$ cat config.mk
export PLATFORM = sky130hd
export DESIGN_NAME = oldest_voice_allocator
export DESIGN_NICKNAME = d
export VERILOG_FILES = /design/src/rtl/core/ova_pkg.sv /design/src/rtl/core/oldest_voice_allocator.sv /design/src/rtl/core/ova_voice_ram.sv
export SDC_FILE = /design/constraint.sdc
export NUM_CORES = 1
export LEC_CHECK = 0
export BUFFER_PORTS_ARGS = -buffer_cell sky130_fd_sc_hd__buf_4
export CAP_MARGIN = 30
export CORE_ASPECT_RATIO = 1.25
export CORE_MARGIN = 2
export CORE_UTILIZATION = 30
export CTS_CLUSTER_SIZE = 28
export DETAILED_ROUTE_END_ITERATION = 10
export SLEW_MARGIN = 20
export SYNTH_ARGS = -nofsm -noshare
export SYNTH_HDL_FRONTEND = slang
export SYNTH_SLANG_ARGS = --single-unit
$ cat constraint.sdc
create_clock -name i_clk -period 13.1 [get_ports i_clk]
set_input_delay 0.655 -clock i_clk [delete_from_list [all_inputs] [get_ports i_clk]]
set_output_delay 0.655 -clock i_clk [all_outputs]
set_load 0.1 [all_outputs]
$ cat src/rtl/core/ova_pkg.sv
package ova_pkg;

    localparam int VOICES      = 8;
    localparam int SLOT_W      = (VOICES > 1) ? $clog2(VOICES) : 1;
    localparam int CNT_W       = $clog2(VOICES + 1);

    localparam int TIME_W      = 32;
    localparam int HANDLE_W    = 32;
    localparam int SAMPLE_W    = 8;
    localparam int THR_W       = 8;
    localparam int OUT_SLOT_W  = 3;
    localparam int OUT_CNT_W   = 4;

    localparam logic [THR_W-1:0] THR_RESET = 8'd8;

    localparam int IN_TDATA_W  = 40;
    localparam int OUT_TDATA_W = 48;

    // start time in the upper half so that one compare orders by (start, handle)
    typedef struct packed {
        logic [TIME_W-1:0]   start;
        logic [HANDLE_W-1:0] handle;
    } t_voice;

endpackage

$ cat src/rtl/core/oldest_voice_allocator.sv
// A trigger with a free voice goes from ST_IDLE straight to ST_DONE; when every voice is
// active, ST_SCAN first reads each voice in turn (one memory read per voice) and the oldest
// is stolen. ST_DONE registers the result once the output register is free.
// One trigger in flight at a time, a finished result may wait in the output register.
// Reset (i_rst_n low, synchronous): fill count 0, handle counter 1, threshold 8;
// the voice memory is not cleared, entries at or above the fill count are never read.
module oldest_voice_allocator (
    input  logic                               i_clk,
    input  logic                               i_rst_n,
    input  logic                               i_cfg_we,
    input  logic [ova_pkg::THR_W-1:0]          i_cfg_wdata,    // sd_threshold
    input  logic                               s_axis_tvalid,
    output logic                               s_axis_tready,
    // [31:0] when_samples, [39:32] sample_index
    input  logic [ova_pkg::IN_TDATA_W-1:0]     s_axis_tdata,
    output logic                               m_axis_tvalid,
    input  logic                               m_axis_tready,
    // [2:0] voice_slot, [34:3] voice_handle, [35] stolen, [36] uses_sd,
    // [40:37] active_count, [47:41] zero
    output logic [ova_pkg::OUT_TDATA_W-1:0]    m_axis_tdata
);

    typedef enum logic [2:0] {
        ST_IDLE = 3'b001,
        ST_SCAN = 3'b010,
        ST_DONE = 3'b100
    } t_state;

    localparam int RES_W = ova_pkg::OUT_CNT_W + 2 + ova_pkg::HANDLE_W + ova_pkg::OUT_SLOT_W;

    t_state                          r_state, n_state;
    logic [ova_pkg::CNT_W-1:0]       r_count, n_count;
    logic [ova_pkg::HANDLE_W-1:0]    r_next_handle, n_next_handle;
    logic [ova_pkg::THR_W-1:0]       r_thr;
    logic [ova_pkg::SLOT_W-1:0]      r_idx, n_idx;
    logic [ova_pkg::SLOT_W-1:0]      r_slot, n_slot;
    ova_pkg::t_voice                 r_best, n_best;
    logic [ova_pkg::TIME_W-1:0]      r_when, n_when;
    logic                            r_stolen, n_stolen;
    logic                            r_uses_sd, n_uses_sd;
    logic                            r_m_valid, n_m_valid;
    logic [ova_pkg::OUT_TDATA_W-1:0] r_m_data, n_m_data;

    logic                            in_xfer;
    logic [ova_pkg::TIME_W-1:0]      in_when;
    logic [ova_pkg::SAMPLE_W-1:0]    in_sidx;
    logic                            ram_we;
    logic [ova_pkg::SLOT_W-1:0]      ram_waddr;
    logic [ova_pkg::SLOT_W-1:0]      ram_raddr;
    ova_pkg::t_voice                 ram_wdata;
    ova_pkg::t_voice                 ram_rdata;
    logic                            better;
    logic [RES_W-1:0]                res;

    assign in_when       = s_axis_tdata[ova_pkg::TIME_W-1:0];
    assign in_sidx       = s_axis_tdata[ova_pkg::TIME_W +: ova_pkg::SAMPLE_W];
    assign s_axis_tready = (r_state == ST_IDLE);
    assign in_xfer       = s_axis_tvalid && s_axis_tready;

    ova_voice_ram u_ram (
        .i_clk   (i_clk),
        .i_we    (ram_we),
        .i_waddr (ram_waddr),
        .i_wdata (ram_wdata),
        .i_raddr (ram_raddr),
        .o_rdata (ram_rdata)
    );

    // first entry seeds the minimum; strict compare keeps the lower index on a full tie
    assign better = (r_idx == '0) || (ram_rdata < r_best);

    assign res = {ova_pkg::OUT_CNT_W'(r_count), r_uses_sd, r_stolen, r_next_handle,
                  ova_pkg::OUT_SLOT_W'(r_slot)};

    always_comb begin
        n_state       = r_state;
        n_count       = r_count;
        n_next_handle = r_next_handle;
        n_idx         = r_idx;
        n_slot        = r_slot;
        n_best        = r_best;
        n_when        = r_when;
        n_stolen      = r_stolen;
        n_uses_sd     = r_uses_sd;
        n_m_valid     = r_m_valid && !m_axis_tready;
        n_m_data      = r_m_data;
        ram_we        = 1'b0;
        ram_waddr     = r_slot;
        ram_raddr     = '0;
        ram_wdata     = '{start: r_when, handle: r_next_handle};
        case (r_state)
            ST_IDLE: begin
                if (in_xfer) begin
                    n_when    = in_when;
                    n_uses_sd = (in_sidx >= r_thr);
                    if (r_count < ova_pkg::CNT_W'(ova_pkg::VOICES)) begin
                        // voices only fill up, so the lowest free one is the fill count
                        ram_we    = 1'b1;
                        ram_waddr = r_count[ova_pkg::SLOT_W-1:0];
                        ram_wdata = '{start: in_when, handle: r_next_handle};
                        n_slot    = r_count[ova_pkg::SLOT_W-1:0];
                        n_stolen  = 1'b0;
                        n_count   = r_count + ova_pkg::CNT_W'(1);
                        n_state   = ST_DONE;
                    end else begin
                        ram_raddr = '0;
                        n_idx     = '0;
                        n_stolen  = 1'b1;
                        n_state   = ST_SCAN;
                    end
                end
            end
            ST_SCAN: begin
                if (better) begin
                    n_best = ram_rdata;
                    n_slot = r_idx;
                end
                if (r_idx == ova_pkg::SLOT_W'(ova_pkg::VOICES - 1)) begin
                    ram_we    = 1'b1;
                    ram_waddr = better ? r_idx : r_slot;
                    n_state   = ST_DONE;
                end else begin
                    ram_raddr = r_idx + ova_pkg::SLOT_W'(1);
                    n_idx     = r_idx + ova_pkg::SLOT_W'(1);
                end
            end
            ST_DONE: begin
                if (!r_m_valid || m_axis_tready) begin
                    n_m_valid     = 1'b1;
                    n_m_data      = ova_pkg::OUT_TDATA_W'(res);
                    n_next_handle = (r_next_handle == '1) ? ova_pkg::HANDLE_W'(1)
                                                          : r_next_handle + ova_pkg::HANDLE_W'(1);
                    n_state       = ST_IDLE;
                end
            end
            default: begin
                n_state = ST_IDLE;
            end
        endcase
    end

    always_ff @(posedge i_clk) begin
        if (!i_rst_n) begin
            r_state       <= ST_IDLE;
            r_count       <= '0;
            r_next_handle <= ova_pkg::HANDLE_W'(1);
            r_m_valid     <= 1'b0;
        end else begin
            r_state       <= n_state;
            r_count       <= n_count;
            r_next_handle <= n_next_handle;
            r_m_valid     <= n_m_valid;
        end
    end

    always_ff @(posedge i_clk) begin
        if (!i_rst_n) begin
            r_thr <= ova_pkg::THR_RESET;
        end else if (i_cfg_we) begin
            r_thr <= i_cfg_wdata;
        end
    end

    always_ff @(posedge i_clk) begin
        r_idx     <= n_idx;
        r_slot    <= n_slot;
        r_best    <= n_best;
        r_when    <= n_when;
        r_stolen  <= n_stolen;
        r_uses_sd <= n_uses_sd;
        r_m_data  <= n_m_data;
    end

    assign m_axis_tvalid = r_m_valid;
    assign m_axis_tdata  = r_m_data;

    a_count_range: assert property (@(posedge i_clk) disable iff (!i_rst_n)
        r_count <= ova_pkg::CNT_W'(ova_pkg::VOICES))
        else $error("fill count beyond voice count");

    a_handle_nonzero: assert property (@(posedge i_clk) disable iff (!i_rst_n)
        r_next_handle != '0)
        else $error("handle counter reached zero");

    a_steal_when_full: assert property (@(posedge i_clk) disable iff (!i_rst_n)
        (r_state == ST_SCAN) |-> (r_count == ova_pkg::CNT_W'(ova_pkg::VOICES)))
        else $error("voice scan started with a free voice");

    a_scan_ends: assert property (@(posedge i_clk) disable iff (!i_rst_n)
        (r_state == ST_SCAN) && (r_idx == ova_pkg::SLOT_W'(ova_pkg::VOICES - 1))
        |=> (r_state == ST_DONE))
        else $error("scan did not finish after last voice");

endmodule

$ cat src/rtl/core/ova_voice_ram.sv
module ova_voice_ram (
    input  logic                       i_clk,
    input  logic                       i_we,
    input  logic [ova_pkg::SLOT_W-1:0] i_waddr,
    input  ova_pkg::t_voice            i_wdata,
    input  logic [ova_pkg::SLOT_W-1:0] i_raddr,
    output ova_pkg::t_voice            o_rdata
);

    ova_pkg::t_voice r_mem [ova_pkg::VOICES];
    ova_pkg::t_voice r_rdata;

    always_ff @(posedge i_clk) begin
        if (i_we) begin
            r_mem[i_waddr] <= i_wdata;
        end
    end

    always_ff @(posedge i_clk) begin
        r_rdata <= r_mem[i_raddr];
    end

    assign o_rdata = r_rdata;

endmodule
## Word level (Yosys, flattened, before mapping)

Memory sizes are Yosys's and may differ from the RTL's. A register that Yosys moved wholly into a read port is not among the register bits.
Index checks and enable logic that the tools add are counted.

| cells by class | value |
|---|---|
| add/subtract/negate cells | 3 |
| order comparisons | 3 |
| equality and inequality tests | 10 |
| muxes and demuxes | 30 |
| reduce and logical (&&, ||, !) cells | 14 |

Operator list:

| kind | count |
|---|---|
| 64-bit 2-to-1 mux | 3 |
| 64-bit less-than comparator | 1 |
| 3-bit 2-to-1 mux | 13 |
| 32-bit by 1-bit adder with 32-bit output (second input constant) | 1 |
| 32-bit equality test (second input constant) | 1 |
| 32-bit 2-to-1 mux | 1 |
| 3-bit one-hot mux with 2 select lines | 3 |
| 3-bit one-hot mux with 3 select lines | 1 |
| 8-bit greater-or-equal comparator | 1 |
| 1-bit 2-to-1 mux | 8 |
| 2-bit != test (second input constant) | 4 |
| 3-bit equality test (second input constant) | 2 |
| 2-bit AND reduction | 3 |
| 3-bit AND reduction | 2 |
| 4-bit by 1-bit adder with 4-bit output (second input constant) | 1 |
| 4-bit less-than comparator (second input constant) | 1 |
| 4-bit AND reduction | 1 |
| 3-bit by 1-bit adder with 3-bit output (second input constant) | 1 |
| 3-bit by 1-bit equality test with 1-bit output (second input constant) | 1 |
| 3-bit by 2-bit equality test with 1-bit output (second input constant) | 1 |
| 3-bit zero test | 1 |
| 1-bit logical AND | 2 |
| 1-bit zero test | 2 |
| 1-bit logical OR | 2 |
| other kinds (3) | 3 |

| storage, ports and cells | value |
|---|---|
| register bits | 193 |
| memory bits (writable) | 512 |
| input port bits | 53 |
| word-level logic and storage cells | 74 |
| memories kept | 1 |

Memories:

| memory | depth | bits a word | rd ports | clocked after Yosys merged registers in | wr ports | line | text |
|---|---|---|---|---|---|---|---|
| u_ram.r_mem | 8 | 64 | 1 | 1 | 1 | ova_voice_ram.sv:10 | `ova_pkg::t_voice r_mem [ova_pkg::VOICES];` |

## Longest topological paths before layout

| logic depth | value |
|---|---|
| depth after elaboration | 6 |
| depth in mapped cells | 11 |

## Modules after synthesis

From an unflattened synthesis, not the netlist that was laid out.

| unflattened totals | value |
|---|---|
| cells, all modules | 1533 |
| area total of the unflattened synthesis | 29558.3 um2 |

Modules (own cells, without submodules):

| module | instances | cells each | area an instance (um2) | sequential area each (um2) |
|---|---|---|---|---|
| ova_voice_ram | 1 | 816 | 20547.2 | 16656.0 |
| oldest_voice_allocator | 1 | 717 | 9011.1 | 5315.1 |

## Least setup slack after synthesis

No wires, ideal clock.

| path | value |
|---|---|
| path kind | register -> register |
| from | register r_state[2] |
| to | memory u_ram.r_mem[0][0] in the netlist's numbering, enable pin |
| library setup time | 0.565 ns |
| data arrival time | 7.552 ns |
| required time | 12.535 ns |
| path slack | 4.983 ns |
| stages on the path, launching flop included | 10 |
| buffers on the path | 0 |
| clock period less this slack | 8.117 ns |
| cell sequence | dfxtp_1 or3b_1 inv_2 and2_1 and2b_1 o22ai_1 a221o_1 a31o_2 o211a_1 nor3_1 |

| on the way | value |
|---|---|
| word-level cells in the longest chain between the ends | 6 |
| elaborated cells between the ends (all ways) | 9 |

Ends and longest elaborated chain:

| element | line | text |
|---|---|---|
| start: declaration | oldest_voice_allocator.sv:31 | `t_state r_state, n_state;` |
| start signal: assignment | oldest_voice_allocator.sv:149 | `r_state <= n_state;` |
| 3-bit by 1-bit equality test with 1-bit output (*) | oldest_voice_allocator.sv:57 | `assign s_axis_tready = (r_state == ST_IDLE);` |
| net s_axis_tready | oldest_voice_allocator.sv:13 | `output logic s_axis_tready,` |
| 1-bit logical AND | oldest_voice_allocator.sv:58 | `assign in_xfer = s_axis_tvalid && s_axis_tready;` |
| 1-bit 2-to-1 mux | oldest_voice_allocator.sv:93 | `if (in_xfer) begin` |
| 1-bit one-hot mux with 2 select lines | oldest_voice_allocator.sv:91 | `case (r_state)` |
| 1-bit 2-to-1 mux | ova_voice_ram.sv:14 | `if (i_we) begin` |
| 1-bit 2-to-1 mux (not written as such) | ova_voice_ram.sv:15 | `r_mem[i_waddr] <= i_wdata;` |
| end: declaration | ova_voice_ram.sv:10 |  |

Mark *: on every way through the listed nets, which the timed path passes. The rest lies on a longest branch.

## Worst setup path after layout

| path | value |
|---|---|
| from | register r_best[60] in the netlist's numbering |
| to | memory u_ram.r_mem[5][4] in the netlist's numbering, enable pin |

| on the way | value |
|---|---|
| word-level cells in the longest chain between the ends | 5 |

Ends and longest elaborated chain:

| element | line | text |
|---|---|---|
| start: declaration | oldest_voice_allocator.sv:37 | `ova_pkg::t_voice r_best, n_best;` |
| start signal: assignment | oldest_voice_allocator.sv:167 | `r_best <= n_best;` |
| 64-bit less-than comparator | oldest_voice_allocator.sv:70 | `assign better = (r_idx == '0) \|\| (ram_rdata < r_best);` |
| 1-bit logical OR | oldest_voice_allocator.sv:70 |  |
| 3-bit 2-to-1 mux | n/a |  |
| 3-bit 2-to-1 mux | oldest_voice_allocator.sv:118 | `if (r_idx == ova_pkg::SLOT_W'(ova_pkg::VOICES - 1)) begin` |
| 3-bit one-hot mux with 2 select lines | oldest_voice_allocator.sv:91 |  |

No other way between the ends.

==> results.ini <==
[status]
outcome = finished clean

[critical_path]
cp.required_ns = 13.33
end_kind = flip-flop
crit_path_frequent_cell = buf_4
path_cells = inv_1, ha_1, nand4_2, nor4_1, nand4_1, o311ai_4, a21oi_2, o31a_1, nor3_2, buf_4, buf_4
critPathMaxStageDelay_ns = 0.88
crit_slowest_cell = nor4_1
crit_buf_inv = 3
path_delay_family = simple AND/OR/NAND/NOR gates
worstPathMaxFanout = 37
crit_type = reg2reg
cp-start-kind = flip-flop
arrival_ns = 5.10

[power_and_ir_drop]
p_sw_share_pct = 26.6
p_sw_mw = 1.82
power_density_nw_per_um2 = 198
p_leak_nw = 11.8
pwr-share-seq_pct = 49.3
clock_power_share_pct = 33.1
ir_drop_v = 0.000111
p_comb_share_pct = 17.5
power.internal_mw = 5.01

[synth]
ys_seq_area_share_pct = 74.6
synth_edf_count = 657
ys_ff_latch = 769
synthArstFlopShare_pct = 0
synth_flop_cell = edfxtp_1
syn_area_per_cell_sq_um = 19.2
syn_area_sq_um = 29500
syn_inst = 1538
yosysWarnings = 0
yosysMostFrequentCell = edfxtp_1
synthTopCellsByArea = edfxtp_1, mux4_2, dfxtp_1
synth_top_area_share_pct = 67.0
yosys.area.top_type = edfxtp_1
yosys-top-cells-count = edfxtp_1, mux4_2, dfxtp_1, mux2_2, inv_1
synth.distinct_cells = 65

[place]
dp_slack_ns = 8.14
gp_congestion = 0.764
hpwlAfterDp_microns = 35500
portBuffers = 95

[floorplan]
rows = 128
die_h_microns = 354
die_w_microns = 284
start_util_pct = 30.3
dieArea_sq_um = 101000
core-area_sq_um = 97400
num_io_pins = 103

[routing]
drt-initial-drc-count = 855
wl_per_cell_microns = 19.4
dr_wl_met2_microns = 30500
vias = 14100
via_per_inst = 4.61
ant_nets = 0
drc = 0
drt_wl_total_microns = 59300
routed.top_layer = met5
met3_length_microns = 2150
drt-met1-wl_microns = 25200
drtPass1Iterations = 5

[sta]
max_freq_mhz = 205
skew_ns = 0.0277
rsz0062_at_grt = no
min_period_ns = 4.87
max_slew_margin_pct = 33.2
tightest_slew_ns = 0.993
fin_setup_tns_ns = 0
slew_violations = 0
hold_viol_final = 0
setup_violations = 0
fin_crit_sh_pct = 37.2
whs_ns = 0.219
setup_ws_ns = 8.23

[clock_network]
hold_buffers = 0
clockRootBuffer = clkbuf_16
cts_tree = built
cts_resized = 0
insertion_delay_ns = 0.62
postCtsSetupBuffers = 0
clk_path_buf_depth = 3
numCtsBuffers = 76
path_clk_slew_ns = 0.06
htree_levels = 3
cts_sinks = 769

[grt]
grt_overflow = 0
grt_start_max_net_pins = 129
globalRouteTotalUtil_pct = 11.8
grt_pass1_wl_microns = 90800
antenna_found_initial = 2
grt_pass1_vias = 15100

[layout]
diodes = 0
drive_gt1_share_pct = 29.0
syn2layout_area_growth_pct = 17.2
nNetsFinal = 1820

[run]
drv_cap = 0

[min_path]
hold_class = in2reg

-- metal layers --
layer / track usage (%) / vias up
met5: 0 / -
met4: 4.40 / 2
met3: 1.77 / 75
met2: 20.7 / 263
met1: 14.6 / 7386
li1: - / 6352
-- sequential cells by signal, summed over array words and instances (netlist names), 4 cells and up --
signal / cells
u_ram.r_mem: 512
r_best: 64
u_ram.o_rdata: 64
m_axis_tdata: 41
r_next_handle: 32
r_when: 32
r_thr: 8
r_count: 4
-- layout make-up --
type | instances | area [sq um]
clock inverter | 42 | 470
sequential | 769 | 22000
timing repair buffer | 123 | 981
multi-input combinational | 637 | 6990
inverter | 84 | 315
clock buffer | 100 | 2180
tap | 1300 | 1630
fill | 9067 | 62800
-- power groups by stage --
stage               clock (mW)  combinational [mW]  sequential (mW)
floorplan                    0               0.778             3.45
finish                    2.26                1.20             3.37
global route              2.40                1.32             3.41
detailed placement           0                1.22             3.43
global placement             0                1.18             3.40
CTS                       2.32                1.23             3.37
-- path summary, 6_finish.rpt --
kind                     start                 to  slack, ns  cells past startpoint
min           s_axis_tdata[11]         r_when[11]       0.22                      1
max reg2reg         r_best[60]  u_ram.r_mem[5][4]       8.23                     11
min reg2reg  u_ram.o_rdata[26]         r_best[26]       0.42                      0
max                 r_best[60]  u_ram.r_mem[5][4]       8.23                     11
-- cell usage in the layout, fill, tap and decap left out, drive strengths merged, types with 8 or more instances in the layout --
cell type,instances
inv,90
ha,76
buf,123
clkinvlp,8
nand2,49
o21ai,16
mux2i,8
xnor2,9
a21oi,34
nor2,43
xor2,19
nand2b,8
nand4,15
and2,11
dfxtp,112
clkinv,20
clkbuf,100
a21o,9
bufinv,8
edfxtp,657
mux2,97
nor3,19
nand3,17
mux4,128
nor2b,12
-- logic make-up after synthesis --
group           count (synthesis)  share of synthesized area (%)
flops                         769                           74.6
mux                           233                           13.8
simple gates                  202                           3.50
buf+inv                       138                           1.97
compound gates                 91                           2.10
fa+ha+maj                      76                           3.23
xor+xnor                       28                          0.833
other cells                     1                         0.0127
-- metrics by stage --
step	utilization (%)	std cells	instance area [sq um]	power, mW
3_5_place_dp	32.7	2913	31900	4.65
5_1_grt	35.5	3055	34500	7.13
4_1_cts	35.5	3055	34500	6.92
2_1_floorplan	-	1544	29500	4.23
3_3_place_gp	32.7	2910	31800	4.58
6_report	35.5	3055	34500	6.83
Power figures use the tool's default switching activity.
